File: src/sv/rap_pkg.sv
// shared types and constants for the radius attribute parser
`default_nettype none

package rap_pkg;

    localparam int MAX_ATTRIBUTES = 32;
    localparam int HEADER_BYTES   = 20;
    localparam int MIN_ATTR_LEN   = 2;

    typedef enum logic [2:0] {
        KIND_CODE       = 3'd0,
        KIND_IDENTIFIER = 3'd1,
        KIND_LENGTH     = 3'd2,
        KIND_AUTH       = 3'd3,
        KIND_ATTR_HDR   = 3'd4,
        KIND_ATTR_VALUE = 3'd5
    } t_kind;

    typedef enum logic [1:0] {
        STOP_RUNNING   = 2'd0,
        STOP_LENGTH    = 2'd1,
        STOP_TOO_MANY  = 2'd2,
        STOP_ZERO_TYPE = 2'd3
    } t_stop;

    typedef struct packed {
        logic [7:0] byte_value;
        logic       packet_start;
    } t_in_beat;

    typedef struct packed {
        t_kind       kind;
        logic [15:0] field_value;
        logic [15:0] byte_position;
        logic [6:0]  attr_number;
        logic [7:0]  attr_kind;
        logic [7:0]  attr_data_length;
        logic        attr_last_byte;
        logic        malformed_length;
        t_stop       stop_reason;
    } t_out_beat;

endpackage

`default_nettype wire

File: src/sv/rap_parser.sv
// parse state machine: one byte in, at most one result out, same cycle
`default_nettype none

module rap_parser (
    input  wire logic               i_clk,
    input  wire logic               i_rst_n,
    input  wire logic               i_accept,
    input  wire rap_pkg::t_in_beat  i_in,
    output logic                    o_res_valid,
    output rap_pkg::t_out_beat      o_res
);

    typedef enum logic [2:0] {
        PH_IDLE   = 3'd0,
        PH_HEADER = 3'd1,
        PH_TYPE   = 3'd2,
        PH_LEN    = 3'd3,
        PH_VALUE  = 3'd4
    } t_phase;

    t_phase      r_phase,    n_phase;
    logic [15:0] r_offset,   n_offset;
    logic [15:0] r_decl_len, n_decl_len;
    logic [6:0]  r_count,    n_count;
    logic [7:0]  r_left,     n_left;
    logic [7:0]  r_type,     n_type;
    logic        r_done,     n_done;
    logic [7:0]  r_dlen,     n_dlen;

    always_comb begin
        t_phase      ph;
        logic [15:0] pos;
        logic [15:0] decl;
        logic [6:0]  cnt;
        logic [7:0]  left;
        logic [7:0]  ctype;
        logic [7:0]  dlen;
        logic [7:0]  b;
        logic        go;
        logic        mal;
        logic        last;
        logic        check;
        rap_pkg::t_stop stop;

        n_phase    = r_phase;
        n_offset   = r_offset;
        n_decl_len = r_decl_len;
        n_count    = r_count;
        n_left     = r_left;
        n_type     = r_type;
        n_done     = r_done;
        n_dlen     = r_dlen;
        o_res_valid = 1'b0;
        o_res       = '0;

        b     = i_in.byte_value;
        go    = i_accept && (i_in.packet_start || (!r_done && r_phase != PH_IDLE));
        ph    = i_in.packet_start ? PH_HEADER : r_phase;
        pos   = i_in.packet_start ? 16'd0 : r_offset;
        decl  = i_in.packet_start ? 16'd0 : r_decl_len;
        cnt   = i_in.packet_start ? 7'd0  : r_count;
        left  = i_in.packet_start ? 8'd0  : r_left;
        ctype = i_in.packet_start ? 8'd0  : r_type;
        dlen  = i_in.packet_start ? 8'd0  : r_dlen;
        mal   = 1'b0;
        last  = 1'b0;
        check = 1'b0;
        stop  = rap_pkg::STOP_RUNNING;

        if (go) begin
            n_done     = 1'b0;
            n_phase    = ph;
            n_offset   = (pos != 16'hFFFF) ? pos + 16'd1 : pos;
            n_decl_len = decl;
            n_count    = cnt;
            n_left     = left;
            n_type     = ctype;
            n_dlen     = dlen;
            o_res.byte_position = pos;

            unique case (ph)
                PH_HEADER: begin
                    o_res_valid = 1'b1;
                    o_res.field_value = {8'd0, b};
                    check = (pos == 16'(rap_pkg::HEADER_BYTES - 1));
                    if (pos == 16'd0) begin
                        o_res.kind = rap_pkg::KIND_CODE;
                    end else if (pos == 16'd1) begin
                        o_res.kind = rap_pkg::KIND_IDENTIFIER;
                    end else if (pos == 16'd2) begin
                        n_decl_len  = {b, 8'd0};
                        o_res_valid = 1'b0;
                    end else if (pos == 16'd3) begin
                        n_decl_len = decl | {8'd0, b};
                        o_res.kind = rap_pkg::KIND_LENGTH;
                        o_res.field_value = decl | {8'd0, b};
                    end else begin
                        o_res.kind = rap_pkg::KIND_AUTH;
                    end
                end
                PH_TYPE: begin
                    if (b == 8'd0) begin
                        n_phase = PH_IDLE;
                        n_done  = 1'b1;
                        o_res_valid       = 1'b1;
                        o_res.kind        = rap_pkg::KIND_ATTR_HDR;
                        o_res.attr_number = cnt;
                        stop              = rap_pkg::STOP_ZERO_TYPE;
                    end else begin
                        n_type  = b;
                        n_phase = PH_LEN;
                    end
                end
                PH_LEN: begin
                    mal    = (b < 8'(rap_pkg::MIN_ATTR_LEN));
                    n_dlen = mal ? 8'd0 : b - 8'(rap_pkg::MIN_ATTR_LEN);
                    n_left = n_dlen;
                    if (n_dlen == 8'd0) begin
                        n_count = cnt + 7'd1;
                        check   = 1'b1;
                    end else begin
                        n_phase = PH_VALUE;
                    end
                    o_res_valid = 1'b1;
                    o_res.kind  = rap_pkg::KIND_ATTR_HDR;
                    o_res.field_value      = {8'd0, b};
                    o_res.attr_number      = cnt;
                    o_res.attr_kind        = ctype;
                    o_res.attr_data_length = n_dlen;
                    o_res.malformed_length = mal;
                end
                PH_VALUE: begin
                    n_left = (left != 8'd0) ? left - 8'd1 : left;
                    last   = (n_left == 8'd0);
                    if (last) begin
                        n_count = cnt + 7'd1;
                        check   = 1'b1;
                    end
                    o_res_valid = 1'b1;
                    o_res.kind  = rap_pkg::KIND_ATTR_VALUE;
                    o_res.field_value      = {8'd0, b};
                    o_res.attr_number      = cnt;
                    o_res.attr_kind        = ctype;
                    o_res.attr_data_length = dlen;
                    o_res.attr_last_byte   = last;
                end
                default: begin
                    n_phase = PH_IDLE;
                    n_done  = 1'b1;
                end
            endcase

            // attribute boundary: length limit first, then attribute limit
            if (check) begin
                if (n_offset >= n_decl_len) begin
                    stop    = rap_pkg::STOP_LENGTH;
                    n_phase = PH_IDLE;
                    n_done  = 1'b1;
                end else if (n_count >= 7'(rap_pkg::MAX_ATTRIBUTES)) begin
                    stop    = rap_pkg::STOP_TOO_MANY;
                    n_phase = PH_IDLE;
                    n_done  = 1'b1;
                end else begin
                    n_phase = PH_TYPE;
                end
            end
            o_res.stop_reason = stop;
        end
    end

    always_ff @(posedge i_clk) begin
        if (!i_rst_n) begin
            r_phase    <= PH_IDLE;
            r_offset   <= '0;
            r_decl_len <= '0;
            r_count    <= '0;
            r_left     <= '0;
            r_type     <= '0;
            r_done     <= 1'b1;
            r_dlen     <= '0;
        end else begin
            r_phase    <= n_phase;
            r_offset   <= n_offset;
            r_decl_len <= n_decl_len;
            r_count    <= n_count;
            r_left     <= n_left;
            r_type     <= n_type;
            r_done     <= n_done;
            r_dlen     <= n_dlen;
        end
    end

endmodule

`default_nettype wire

File: src/sv/radius_attribute_parser.sv
// top level: byte parser followed by a two-entry result queue
//
//  channel | direction | handshake               | payload
//  --------+-----------+-------------------------+---------------------
//  in      | input     | i_in_valid / o_in_stall | rap_pkg::t_in_beat
//  out     | output    | o_out_valid / i_out_stall | rap_pkg::t_out_beat
//
// one byte is taken every cycle while o_in_stall is low; its result is registered
// in the output register, or in the skid entry while the output register is held
// the parse state updates in the cycle the byte is taken, so bytes may follow
// back to back; a result register plus a skid entry hold up to two results
// o_in_stall rises only while both result entries are full
// synchronous active-low reset empties the queue and idles the parser
`default_nettype none

module radius_attribute_parser (
    input  wire logic               i_clk,
    input  wire logic               i_rst_n,
    input  wire logic               i_in_valid,
    output logic                    o_in_stall,
    input  wire rap_pkg::t_in_beat  i_in,
    output logic                    o_out_valid,
    input  wire logic               i_out_stall,
    output rap_pkg::t_out_beat      o_out
);

    logic               in_accept;
    logic               res_valid;
    rap_pkg::t_out_beat res;
    logic               push;
    logic               pop;

    logic               r_out_valid,  n_out_valid;
    logic               r_skid_valid, n_skid_valid;
    rap_pkg::t_out_beat r_out,  n_out;
    rap_pkg::t_out_beat r_skid, n_skid;

    assign o_in_stall = r_skid_valid;
    assign in_accept  = i_in_valid && !r_skid_valid;

    rap_parser u_parser (
        .i_clk       (i_clk),
        .i_rst_n     (i_rst_n),
        .i_accept    (in_accept),
        .i_in        (i_in),
        .o_res_valid (res_valid),
        .o_res       (res)
    );

    assign push = in_accept && res_valid;
    assign pop  = r_out_valid && !i_out_stall;

    always_comb begin
        n_out_valid  = r_out_valid;
        n_skid_valid = r_skid_valid;
        n_out        = r_out;
        n_skid       = r_skid;
        if (r_skid_valid) begin
            // full: no push is possible
            if (pop) begin
                n_out        = r_skid;
                n_skid_valid = 1'b0;
            end
        end else if (r_out_valid) begin
            if (pop && push) begin
                n_out = res;
            end else if (pop) begin
                n_out_valid = 1'b0;
            end else if (push) begin
                n_skid       = res;
                n_skid_valid = 1'b1;
            end
        end else if (push) begin
            n_out       = res;
            n_out_valid = 1'b1;
        end
    end

    always_ff @(posedge i_clk) begin
        r_out  <= n_out;
        r_skid <= n_skid;
        if (!i_rst_n) begin
            r_out_valid  <= 1'b0;
            r_skid_valid <= 1'b0;
        end else begin
            r_out_valid  <= n_out_valid;
            r_skid_valid <= n_skid_valid;
        end
    end

    assign o_out_valid = r_out_valid;
    assign o_out       = r_out;

endmodule

`default_nettype wire

File: config.mk
export PLATFORM = sky130hd
export DESIGN_NAME = radius_attribute_parser
export DESIGN_NICKNAME = d
export VERILOG_FILES = /design/src/sv/rap_pkg.sv /design/src/sv/rap_parser.sv /design/src/sv/radius_attribute_parser.sv
export SDC_FILE = /design/constraint.sdc
export NUM_CORES = 1
export LEC_CHECK = 0
export BUFFER_PORTS_ARGS = -buffer_cell sky130_fd_sc_hd__clkbuf_2
export CORE_ASPECT_RATIO = 0.6
export CORE_MARGIN = 1
export CORE_UTILIZATION = 65
export DETAILED_ROUTE_END_ITERATION = 10
export PLACE_DENSITY = 0.86
export SLEW_MARGIN = 20
export SYNTH_ARGS = -nofsm -noshare
export SYNTH_HDL_FRONTEND = slang
export SYNTH_HIERARCHICAL = 1
export SYNTH_SLANG_ARGS = --single-unit
File: constraint.sdc
create_clock -name i_clk -period 12.2 [get_ports i_clk]
set_input_delay 2.44 -clock i_clk [delete_from_list [all_inputs] [get_ports i_clk]]
set_output_delay 2.44 -clock i_clk [all_outputs]
set_load 0.01 [all_outputs]
# == Word level (Yosys, flattened, before mapping) ==
# Index checks and enable logic that the tools add are counted.
# word_totals
ff_bits,193
inputBits,13
output_inout_bits,64
wordCells,150
# classes
n_addsub,4
order_cmp,3
eq_ne,11
mux,78
bitwise,4
n_reduce_logical,22
# ops
cell,count
62-bit 2-to-1 mux,6
16-bit 2-to-1 mux,12
8-bit 2-to-1 mux,8
16-bit one-hot mux with 2 select lines,2
7-bit 2-to-1 mux,5
16-bit by 2-bit == test with 1-bit output (second input constant),2
7-bit one-hot mux with 2 select lines,2
8-bit logical NOT,3
1-bit 2-to-1 mux,22
3-bit 2-to-1 mux,7
18-bit 2-to-1 mux,1
16-bit by 1-bit adder with 16-bit output (second input constant),1
16-bit by 1-bit == test with 1-bit output (second input constant),1
16-bit by 5-bit == test with 1-bit output (second input constant),1
16-bit >= comparator,1
16-bit logical NOT,1
16-bit != test (second input constant),1
16-bit by 8-bit bitwise OR with 16-bit output,1
8-bit one-hot mux with 2 select lines,1
2-bit 2-to-1 mux,7
3-bit one-hot mux with 4 select lines,1
3-bit one-hot mux with 3 select lines,1
8-bit by 2-bit < comparator with 1-bit output (second input constant),1
8-bit nonzero test,1
20 further kinds,33

# == Longest topological paths before layout ==
# Gate-level depths: netlist of the first run.
# depth
ltp_word,15
ltp_mapped,21
mapped_depth_nobuf,19

# == Modules after synthesis ==
# The synthesis of the first run kept the hierarchy.
# modules_own_cells
mod,instances,cells_each,area_per_inst_um2
rap_parser,1,688,4952.2
radius_attribute_parser,1,206,4601.9

# == Worst setup path after synthesis of the first run ==
# OpenSTA, ideal clock, no wires.
# synth_timing
path_kind,input -> register
start,in i_in[2] (netlist name)
end,"reg r_out (netlist bit o_out[0]), enable pin"
setup_time_ns,0.476
arrival_time_ns,6.401
t_required_ns,11.724
setup_slack_ns,5.323
path_stages,8
n_path_buf,1
path_cell_list,clkbuf_1 > nor3_1 > nand3_1 > nor2_1 > nand2_1 > a31oi_1 > a21oi_1 > a211oi_2
# synth_via
elab_chain_cells,8
# synth_rtl
item,line_no,rtl
from (decl),radius_attribute_parser.sv:21,"input wire rap_pkg::t_in_beat i_in,"
8-bit logical NOT *,rap_parser.sv:102,if (b == 8'd0) begin
1-bit 2-to-1 mux *,rap_parser.sv:102,
1-bit one-hot mux with 3 select lines *,rap_parser.sv:81,unique case (ph)
1-bit 2-to-1 mux *,rap_parser.sv:70,if (go) begin
named net res_valid,radius_attribute_parser.sv:28,logic res_valid;
1-bit logical AND *,radius_attribute_parser.sv:50,assign push = in_accept && res_valid;
1-bit logical AND,radius_attribute_parser.sv:65,if (pop && push) begin
3-bit by 1-bit != test with 1-bit output (no source line),-,
3-bit AND reduction (no source line) *,-,
to (signal assigned),radius_attribute_parser.sv:80,r_out <= n_out;
to (decl),radius_attribute_parser.sv:35,"rap_pkg::t_out_beat r_out, n_out;"
# Mark *: on every way through the listed nets, which the timed path passes. The rest lies on a longest branch.
# A chain may end at the register's enable or synchronous reset.

==> summary.md, run 1 <==
| Metric | Value |
|---|---|
| Pin count of the biggest net entering global routing | `76` |
| FFs w/ async S/R, synth | `0%` |
| LEAKAGE | `3.92 nW` |
| Num rows | `33` |
| Clock transition at the registers of the reported paths | `0.07 ns` |
| Final net count | `967` |
| CP max-delay cell | `nor2_2` |
| Top cells by area, synth | `edfxtp_1, dfxtp_1, mux2_2` |
| DR vias | `7454` |
| Gate Count Post-Synth | `894` |
| Max Freq | `140 MHz` |
| Min Hold Slack | `0.483 ns` |
| Worst-Skew Late Latency | `0.44 ns` |
| Setup violations, final | `0` |
| Share of cells above drive strength 1 | `20.8%` |
| Total gr overflow | `0` |
| Detailed placer's ending HPWL | `14600 um` |
| Worst path arrival time | `7.33 ns` |
| Tcrit/Tclk final | `58.5%` |
| Distinct cells, synth | `74` |
| Residual DRC | `0` |
| CTS max path bufs | `2` |
| Post-synthesis cell area | `9550 sq um` |
| Hold/Removal Path Class | `flop to flop` |
| Max_cap viols | `0` |
| GPL Wtd Cong | `0.993` |
| Ys flop type | `edfxtp_1` |
| Outcome | `complete, no violations` |
| WL/cell | `20.1 um` |
| Max FO, Critical Path | `61` |
| Post-synth EDFFs | `124` |
| Area growth, synth to finish | `10.8%` |
| Crit path kind | `primary input to flop` |
| Fin Clk Skew | `0.0110 ns` |
| IO Port Bufs | `76` |
| Synth top cells by count | `edfxtp_1, nor2_1, dfxtp_1` |
| Io pins | `77` |
| Most common cell in the netlist | `edfxtp_1` |
| Crit. End Element | `flop` |
| Max-slew violations | `0` |
| First-pass GRT wire length | `36400 um` |
| Placeable Area | `14000 sq um` |
| CTS tree | `yes` |
| CP peak stage delay | `0.74 ns` |
| Crit path max-delay family | `compound AO/OA/AOI/OAI gates` |
| Setup ws final | `5.06 ns` |
| Post_cts resized | `0` |
| Total GRT Usage | `31.6%` |
| Yosys reg bits | `193` |
| RSZ-0062 raised after global routing | `false` |
| Post-route antenna net violation count | `0` |
| Cts bufs inserted | `17` |
| Initial Utilization | `68.3%` |
| Final setup TNS | `0 ns` |
| Die ar. | `15200 sq um` |
| Place WS | `4.77 ns` |
| Syn_area_per_cell | `10.7 sq um` |
| Initial DRC count | `1166` |
| Vias per cell | `6.55` |
| Setup repair bufs after CTS | `0` |
| Fin. Hold Viols | `0` |
| H-tree levels | `4` |
| Rel. slew slack | `28.9%` |
| Vias in the first global route | `6729` |
| Syn_nets | `928` |
| Antenna violations before repair | `0` |
| Pwr/cell area | `129 nW/um^2` |
| CP bufs+invs | `4` |
| Fillers | `949` |
| CTS Hold Bufs | `0` |
| Setup crit start kind | `primary input` |
| Die W | `159 um` |
| Tightest Pin Transition | `1.06 ns` |
| Final min period | `7.14 ns` |
| Largest area contributor in the netlist | `edfxtp_1` |
| Yosys warnings | `6` |
| Worst vdd ir | `96.8 uV` |
| Detailed Routing Iterations Pass 1 | `6` |
| Die Span Y | `95.9 um` |
| Worst-path cell chain | `clkbuf_2 > buf_4 > inv_1 > nand2_1 > inv_1 > ha_1 > o21bai_1 > or3b_1 > nor2_2 > nor2_1 > a22oi_1 > ha_1 > a2111o_1 > a31oi_1 > o21ai_0 > a221oi_1 > o21a_1 > o21a_1 > nor2_1 > mux2_2` |
| Power Total | `1.36 mW` |
| CP Data Required Time | `12.39 ns` |
| Final Routed Wirelength | `22900 um` |
| Post-synthesis sequential area ratio | `53.4%` |
| Diode count | `0` |
| CTS sink cnt | `193` |
| Root buffer cell | `clkbuf_16` |
| Share of the synthesized area in the top cell type | `39.0%` |
[through the flow]
step | instances | util, % | instance area, sq um
CTS | 1138 | 75.6 | 10600
detailed placement | 1106 | 71.2 | 9970
finish | 1138 | 75.6 | 10600
floorplan | 894 | - | 9550
global route | 1138 | 75.6 | 10600
global placement | 1106 | 71.2 | 9970
[flip-flops by register name (all words and copies together), names as in the netlist]
register / cells
u_parser/r_count: 7
u_parser/r_phase: 3
r_skid: 62
u_parser/r_dlen: 8
o_in_stall: 1
u_parser/r_done: 1
u_parser/r_left: 8
u_parser/r_type: 8
o_out_valid: 1
o_out: 62
u_parser/r_offset: 16
u_parser/r_decl_len: 16
[cell families (layout without fill, tap and decap cells)]
logic type	Yosys count	after routing	synth area share [%]
AOI/OAI and AO/OA	194	194	13.1
xor gates and xnor gates	15	15	1.38
adders and majority gates	21	21	2.75
buffers and inverters	75	127	3.39
DFF	193	193	53.4
muxes	68	68	8.07
and+or+nand+nor	328	328	17.9
[cell usage in the layout, fill, tap and decap left out, drive strengths merged, types with 11 or more instances in the layout]
cell type    n
edfxtp     124
nor2       102
clkbuf      94
dfxtp       69
a21oi       64
mux2        62
nand2       52
o21ai       35
nand3       28
and3        28
a22oi       24
nor3        22
ha          21
and2        19
inv         19
a22o        12
a211oi      12
nor2b       11
xnor2       11
nor3b       11
[power by group]
part / internal [mW] / total, mW / leakage [nW] / switching (mW)
Clock: 0.314 / 0.586 / 0.299 / 0.271
Sequential: 0.695 / 0.700 / 1.70 / 0.00526
Combinational: 0.0230 / 0.0757 / 1.92 / 0.0527
Total: 1.03 / 1.36 / 3.92 / 0.329
[layer usage]
layer	up-vias	share of wire [%]	GRT usage, %
met3	49	10	6.12
met2	465	43	46.2
li1	3391	-	-
met1	3549	45	47.5
met5	-	0	0
met4	0	1.6	8.73
[worst paths after layout]
| check | startpoint | cells after the start | slack, ns | end |
|---|---|---|---|---|
| min | u_parser/r_decl_len[3] | 2 | 0.48 | u_parser/r_decl_len[3] |
| max | i_in[0] | 20 | 5.06 | o_out[0] |
| max reg2reg | u_parser/r_offset[1] | 17 | 7.26 | o_out[0] |
| min reg2reg | u_parser/r_decl_len[3] | 2 | 0.48 | u_parser/r_decl_len[3] |
[worst reg2reg max path: stages (launching register included)]
cell and delay (ns):
dfxtp_1 0.39, nor2b_1 0.26, inv_1 0.12, ha_1 0.25, o21bai_1 0.21, or3b_1 0.44, nor2_2 0.74, nor2_1 0.13
a22oi_1 0.19, ha_1 0.29, a2111o_1 0.37, a31oi_1 0.13, o21ai_0 0.10, a221oi_1 0.29, o21a_1 0.26, o21a_1 0.16
nor2_1 0.06, mux2_2 0.28
[cell type report]
class | instances | area (sq um) | area share [%]
Inverter | 11 | 41.3 | 0.390
Sequential cell | 193 | 5110 | 48.2
Clock buffer | 18 | 429 | 4.05
Clock inverter | 14 | 189 | 1.78
Tap cell | 192 | 240 | 2.27
Multi-Input combinational cell | 626 | 4140 | 39.1
Timing Repair Buffer | 84 | 440 | 4.16
Note: power is estimated with default switching activity, not from simulation.
==> run 2, diff against run 1 <==
Settings changed: CORE_UTILIZATION 65 to 54, PLACE_DENSITY 0.86 to 0.76.
Clock period 12.2 ns to 6.4 ns, I/O delays scaled along.
==> run 2 against run 1 <==
Net effect: sequential cell count did not move; critical path depth fell by 4; design area grew 0.31%; first-iteration DRC count shrank 32%; worst hold slack improved by 0.0033 ns; core utilization shrank 14 points; cell count grew 3.9%; critical path type unchanged.
==> summary.md, run 2 (synthesis results as in run 1) <==
| Metric | Value |
|---|---|
| RR Startpoint | `u_parser/r_phase[0] (was u_parser/r_offset[1])` |
| Max_cap viols | `0 (unchanged)` |
| Vias in the first global route | `6461 (was 6729)` |
| Max FO, Critical Path | `13 (was 61)` |
| RSZ-0062 raised after global routing | `false (unchanged)` |
| Die Span Y | `105 um (was 95.9 um)` |
| GPL Wtd Cong | `0.949 (was 0.993)` |
| Die W | `174 um (was 159 um)` |
| DR vias | `7153 (was 7454)` |
| CTS Hold Bufs | `0 (unchanged)` |
| CTS max path bufs | `2 (unchanged)` |
| Initial Utilization | `55.5% (was 68.3%)` |
| Final Routed Wirelength | `21900 um (was 22900 um)` |
| Tightest Pin Transition | `1.09 ns (was 1.06 ns)` |
| Fin Clk Skew | `0.0145 ns (was 0.0110 ns)` |
| Setup violations, final | `0 (unchanged)` |
| Setup repair bufs after CTS | `0 (unchanged)` |
| Crit path kind | `primary input to flop (unchanged)` |
| CTS tree | `yes (unchanged)` |
| Clock transition at the registers of the reported paths | `0.07 ns (about the same)` |
| Root buffer cell | `clkbuf_16 (unchanged)` |
| Most frequent cells in the layout | `edfxtp_1, nor2_1, clkbuf_2 (unchanged)` |
| Final setup TNS | `0 ns (unchanged)` |
| Register-to-register setup slack | `1.77 ns (was 7.26 ns)` |
| Rel. slew slack | `26.6% (was 28.9%)` |
| Post_cts resized | `0 (unchanged)` |
| Placeable Area | `17200 sq um (was 14000 sq um)` |
| Detailed placer's ending HPWL | `14400 um (was 14600 um)` |
| Crit. End Element | `flop (unchanged)` |
| H-tree levels | `4 (unchanged)` |
| Post-route antenna net violation count | `0 (unchanged)` |
| Initial DRC count | `789 (was 1166)` |
| Total gr overflow | `0 (unchanged)` |
| Share of cells above drive strength 1 | `20.9% (was 20.8%)` |
| Crit Reg-Reg Endpoint | `o_out[0] (unchanged)` |
| Cts bufs inserted | `17 (unchanged)` |
| Outcome | `complete, no violations (unchanged)` |
| Hold Path Cell Cnt | `2 (unchanged)` |
| Hold/Removal Path Class | `flop to flop (unchanged)` |
| Worst-path cell chain | `clkbuf_2 > nor2b_1 > inv_1 > ha_1 > o21bai_1 > nor4_1 > a22oi_1 > ha_1 > a2111o_1 > a31oi_1 > o21ai_0 > a221oi_1 > o21a_1 > o21a_1 > nor2_1 > mux2_2 (was clkbuf_2 > buf_4 > inv_1 > nand2_1 > inv_1 > ha_1 > o21bai_1 > or3b_1 > nor2_2 > nor2_1 > a22oi_1 > ha_1 > a2111o_1 > a31oi_1 > o21ai_0 > a221oi_1 > o21a_1 > o21a_1 > nor2_1 > mux2_2)` |
| Worst vdd ir | `186 uV (was 96.8 uV)` |
| CP max-delay cell | `nor4_1 (was nor2_2)` |
| Num rows | `37 (was 33)` |
| First-pass GRT wire length | `35400 um (was 36400 um)` |
| Die ar. | `18200 sq um (was 15200 sq um)` |
| Most common cell after layout, fill and taps aside | `edfxtp_1 (unchanged)` |
| Power Total | `2.52 mW (was 1.36 mW)` |
| Total GRT Usage | `24.7% (was 31.6%)` |
| Crit path max-delay family | `compound AO/OA/AOI/OAI gates (unchanged)` |
| Max-slew violations | `0 (unchanged)` |
| CP peak stage delay | `0.85 ns (was 0.74 ns)` |
| Residual DRC | `0 (unchanged)` |
| Tcrit/Tclk final | `81.4%` |
| CP bufs+invs | `2 (was 4)` |
| Max Freq | `192 MHz` |
| LEAKAGE | `3.92 nW (about the same)` |
| WL/cell | `18.6 um (was 20.1 um)` |
| Worst-Skew Late Latency | `0.44 ns (about the same)` |
| Pin count of the biggest net entering global routing | `76 (unchanged)` |
| Final net count | `968 (was 967)` |
| IO Port Bufs | `76 (unchanged)` |
| CP Data Required Time | `6.59 ns (was 12.39 ns)` |
| Fin. Hold Viols | `0 (unchanged)` |
| Hold path endpoint | `u_parser/r_decl_len[7] (was u_parser/r_decl_len[3])` |
| Hold_sp | `u_parser/r_decl_len[7] (was u_parser/r_decl_len[3])` |
| Detailed Routing Iterations Pass 1 | `6 (unchanged)` |
| Io pins | `77 (unchanged)` |
| Final min period | `5.21 ns` |
| CTS sink cnt | `193 (unchanged)` |
| Worst path arrival time | `5.39 ns (was 7.33 ns)` |
| Antenna violations before repair | `1 (was 0)` |
| Vias per cell | `6.05 (was 6.55)` |
| Reg2Reg Depth | `14 (was 17)` |
| Setup crit start kind | `primary input (unchanged)` |
| Area growth, synth to finish | `11.1% (was 10.8%)` |
| Pwr/cell area | `237 nW/um^2 (was 129 nW/um^2)` |
[run 2: cell types whose count changed in the layout (fill, tap and decap cells not counted), sizes merged]
| cell | delta |
|---|---|
| inv | -1 |
| clkbuf | +2 |
| diode | +1 |
| clkinv | +1 |
| bufinv | -2 |
| buf | +1 |
[run 2: tightest hold or removal path, cell delays in order (launching register included)]
cell and delay, ns:
dfxtp_1 0.33, nand2_1 0.06, a21oi_1 0.05
[run 2: worst max path at each step]
stage	startpoint	to	slack, ns	cells after the start
global route	i_in[0]	o_out[0]	0.84	19
floorplan	i_in[2]	o_out[0]	0.68	8
CTS	i_in[0]	o_out[0]	1.36	19
finish	i_in[0]	o_out[0]	1.19	16
global placement	i_in[0]	o_out[0]	1.05	19
detailed placement	i_in[0]	o_out[0]	0.93	19
[run 2: cell type report]
class / instances / area [sq um]
Timing Repair Buffer: 85 / 460
Clock buffer: 20 / 457
Inverter: 11 / 41.3
Antenna cell: 1 / 2.50
Sequential cell: 193 / 5110
Tap cell: 234 / 293
Clock inverter: 12 / 119
Multi-Input combinational cell: 626 / 4140
Fill cell: 1418 / 6600
[run 2: layer usage]
layer / up-vias / wire length (um) / global-route usage, %
li1: 3400 / - / -
met1: 3424 / 11200 / 39.6
met2: 306 / 8790 / 32.8
met3: 23 / 1770 / 5.79
met4: 0 / 215 / 5.39
met5: - / 0 / 0
[run 2: where the power goes]
part | internal (mW) | switching (mW)
Clock | 0.537 | 0.502
Sequential | 1.32 | 0.00947
Combinational | 0.0438 | 0.0992
[run 2: metrics by stage]
| stage | cells | hold WS [ns] | instance area [sq um] | utilization (%) | setup WS [ns] |
|---|---|---|---|---|---|
| 2_1_floorplan | 894 | 0.449 | 9550 | - | 0.683 |
| 3_3_place_gp | 1149 | 0.461 | 10000 | 58.3 | 1.05 |
| 3_5_place_dp | 1149 | 0.468 | 10000 | 58.3 | 0.933 |
| 4_1_cts | 1181 | 0.481 | 10600 | 61.6 | 1.36 |
| 5_1_grt | 1181 | 0.508 | 10600 | 61.6 | 0.838 |
| 6_report | 1182 | 0.486 | 10600 | 61.7 | 1.19 |
==> run 3, diff against run 2 <==
Settings changed: CORE_UTILIZATION 54 to 60, PLACE_DENSITY 0.76 to 0.8.
Clock period 6.4 ns to 5.3 ns, I/O delays scaled along.
==> run 3 against run 2 <==
Net effect: worst setup slack worse by 0.67 ns; combinational power up 24%; total power up 20%; die area down 9.9%; register-to-register slack worse by 0.91 ns; largest power group unchanged; wire length up 1.6%; first-iteration DRC count up 28%; sequential power up 21%; clock power up 19%; cell count down 2.0%; largest cell class unchanged; non-clock buffer count up 7; critical path type unchanged; global-route usage up 4.3 points.
==> summary.md, run 3 (synthesis results as in run 1) <==
| Metric | Value |
|---|---|
| Int Pwr | `2.28 mW (was 1.91 mW)` |
| CP max-delay cell | `or3b_1 (was nor4_1)` |
| IO Port Bufs | `76 (unchanged)` |
| Fillers | `1170 (was 1418)` |
| CTS Hold Bufs | `0 (unchanged)` |
| Final net count | `975 (was 968)` |
| CTS tree | `yes (unchanged)` |
| Worst-path cell chain | `clkbuf_2 > nor2b_1 > inv_1 > ha_1 > o21bai_1 > or3b_1 > nor2_2 > nor2_1 > a22oi_1 > ha_1 > a2111o_1 > a31oi_1 > o21ai_0 > a221oi_1 > o21a_1 > o21a_1 > nor2_1 > mux2_2 (was clkbuf_2 > nor2b_1 > inv_1 > ha_1 > o21bai_1 > nor4_1 > a22oi_1 > ha_1 > a2111o_1 > a31oi_1 > o21ai_0 > a221oi_1 > o21a_1 > o21a_1 > nor2_1 > mux2_2)` |
| Clk pwr share | `41.0% (was 41.3%)` |
| Worst vdd ir | `160 uV (was 186 uV)` |
| LEAKAGE | `3.95 nW (was 3.92 nW)` |
| Total gr overflow | `0 (unchanged)` |
| Setup crit start kind | `primary input (unchanged)` |
| Place WS | `0.172 ns (was 0.933 ns)` |
| Num rows | `35 (was 37)` |
| Hold/Removal Path Class | `flop to flop (unchanged)` |
| Setup repair bufs after CTS | `0 (unchanged)` |
| CP Data Required Time | `5.49 ns (was 6.59 ns)` |
| Pwr/cell area | `285 nW/um^2 (was 237 nW/um^2)` |
| Final min period | `4.77 ns` |
| H-tree levels | `4 (unchanged)` |
| Final setup TNS | `0 ns (unchanged)` |
| Min Hold Slack | `0.490 ns (was 0.486 ns)` |
| Post-route antenna net violation count | `0 (unchanged)` |
| First-pass GRT wire length | `36100 um (was 35400 um)` |
| Initial DRC count | `1013 (was 789)` |
| Placed insts | `1125 (was 1149)` |
| Flop pwr share | `53.2% (was 53.0%)` |
| Pin count of the biggest net entering global routing | `76 (unchanged)` |
| Placeable Area | `15500 sq um (was 17200 sq um)` |
| Tcrit/Tclk final | `90.1%` |
| CTS sink cnt | `193 (unchanged)` |
| DR vias | `7300 (was 7153)` |
| Cts bufs inserted | `17 (unchanged)` |
| Crit. End Element | `flop (unchanged)` |
| Rel. slew slack | `37.2% (was 26.6%)` |
| Tightest Pin Transition | `0.941 ns (was 1.09 ns)` |
| Finished Layout Cells | `1158 (was 1182)` |
| Max FO, Critical Path | `7 (was 13)` |
| Combinational Power Share | `5.8% (was 5.7%)` |
| Die ar. | `16400 sq um (was 18200 sq um)` |
| Detailed placer's ending HPWL | `14500 um (was 14400 um)` |
| CTS max path bufs | `2 (unchanged)` |
| Most frequent cells in the layout | `edfxtp_1, nor2_1, clkbuf_2 (unchanged)` |
| Outcome | `complete, no violations (unchanged)` |
| WL/cell | `19.2 um (was 18.6 um)` |
| Multi-input gate area | `4140 sq um (unchanged)` |
| Residual DRC | `0 (unchanged)` |
| Die W | `165 um (was 174 um)` |
| GPL Wtd Cong | `0.930 (was 0.949)` |
| Die Span Y | `99.7 um (was 105 um)` |
| Crit path kind | `primary input to flop (unchanged)` |
| Initial Utilization | `61.8% (was 55.5%)` |
| Setup violations, final | `0 (unchanged)` |
| Clock transition at the registers of the reported paths | `0.08 ns (was 0.07 ns)` |
| RSZ-0062 raised after global routing | `false (unchanged)` |
| CP peak stage delay | `0.46 ns (was 0.85 ns)` |
| Crit path max-delay family | `compound AO/OA/AOI/OAI gates (unchanged)` |
| Max-slew violations | `0 (unchanged)` |
| Fin Clk Skew | `0.0106 ns (was 0.0145 ns)` |
| Vias in the first global route | `6569 (was 6461)` |
| Register Area | `5110 sq um (unchanged)` |
| Worst-Skew Late Latency | `0.43 ns (was 0.44 ns)` |
| Final Routed Wirelength | `22300 um (was 21900 um)` |
| Most common cell after layout, fill and taps aside | `edfxtp_1 (unchanged)` |
| Vias per cell | `6.30 (was 6.05)` |
| Share of cells above drive strength 1 | `21.5% (was 20.9%)` |
| Switch Pwr | `0.745 mW (was 0.611 mW)` |
| Root buffer cell | `clkbuf_16 (unchanged)` |
| Io pins | `77 (unchanged)` |
| CP bufs+invs | `2 (unchanged)` |
| Worst path arrival time | `4.96 ns (was 5.39 ns)` |
| Sw Share | `24.6% (was 24.3%)` |
| Max Freq | `209 MHz` |
| Antenna violations before repair | `1 (unchanged)` |
| Max_cap viols | `0 (unchanged)` |
| Area growth, synth to finish | `11.3% (was 11.1%)` |
| Fin. Hold Viols | `0 (unchanged)` |
| Setup ws final | `0.525 ns (was 1.19 ns)` |
| Detailed Routing Iterations Pass 1 | `5 (was 6)` |
| Total GRT Usage | `29.0% (was 24.7%)` |
| Post_cts resized | `0 (unchanged)` |
run 3: worst register-to-register path, delay by kind of cell (launching register included):
family                   cells  cell delay [ns]
AO/OA/AOI/OAI                8             1.68
adder cells (fa/ha/maj)      2             0.54
buffers and inverters        1             0.12
flip-flops                   1             0.40
multiplexers                 1             0.29
AND/OR/NAND/NOR              5             1.18
run 3: stage by stage:
step                      area (sq um)  utilization [%]  total power, mW
after floorplan                   9560                -             1.76
after global placement           10100             65.1             1.81
after detailed placement         10100             65.1             1.82
after CTS                        10600             68.8             3.04
after global routing             10600             68.8             3.12
final                            10600             68.8             3.03
run 3: layout make-up:
cell class,count,area share [%]
sequential,193,48.0
timing repair buffer,92,4.94
multi-input combinational,626,38.9
antenna,1,0.0235
clock buffer,18,4.13
clock inverter,14,1.17
tap,203,2.39
inverter,11,0.388
run 3: per-layer routing:
layer | up-vias | share of wire [%] | GRT usage [%]
met5 | - | 0 | 0
met4 | 0 | 1.4 | 8.82
met3 | 34 | 10 | 5.75
met2 | 386 | 40 | 38.6
met1 | 3468 | 49 | 46.6
li1 | 3412 | - | -
run 3: path summary, 6_finish.rpt:
check / startpoint / endpoint / slack [ns] / depth (start not counted)
setup / recovery: i_in[0] / o_out[0] / 0.53 / 18
hold / removal: u_parser/r_dlen[5] / u_parser/r_dlen[5] / 0.49 / 2
setup reg to reg: u_parser/r_offset[1] / o_out[0] / 0.86 / 17
hold reg to reg: u_parser/r_dlen[5] / u_parser/r_dlen[5] / 0.49 / 2
run 3: power groups by stage:
stage	clock, mW	combinational [mW]	sequential (mW)
5_1_grt	1.31	0.192	1.61
6_report	1.24	0.177	1.61
2_1_floorplan	0	0.115	1.65
4_1_cts	1.25	0.172	1.61
3_5_place_dp	0	0.171	1.64
3_3_place_gp	0	0.169	1.65
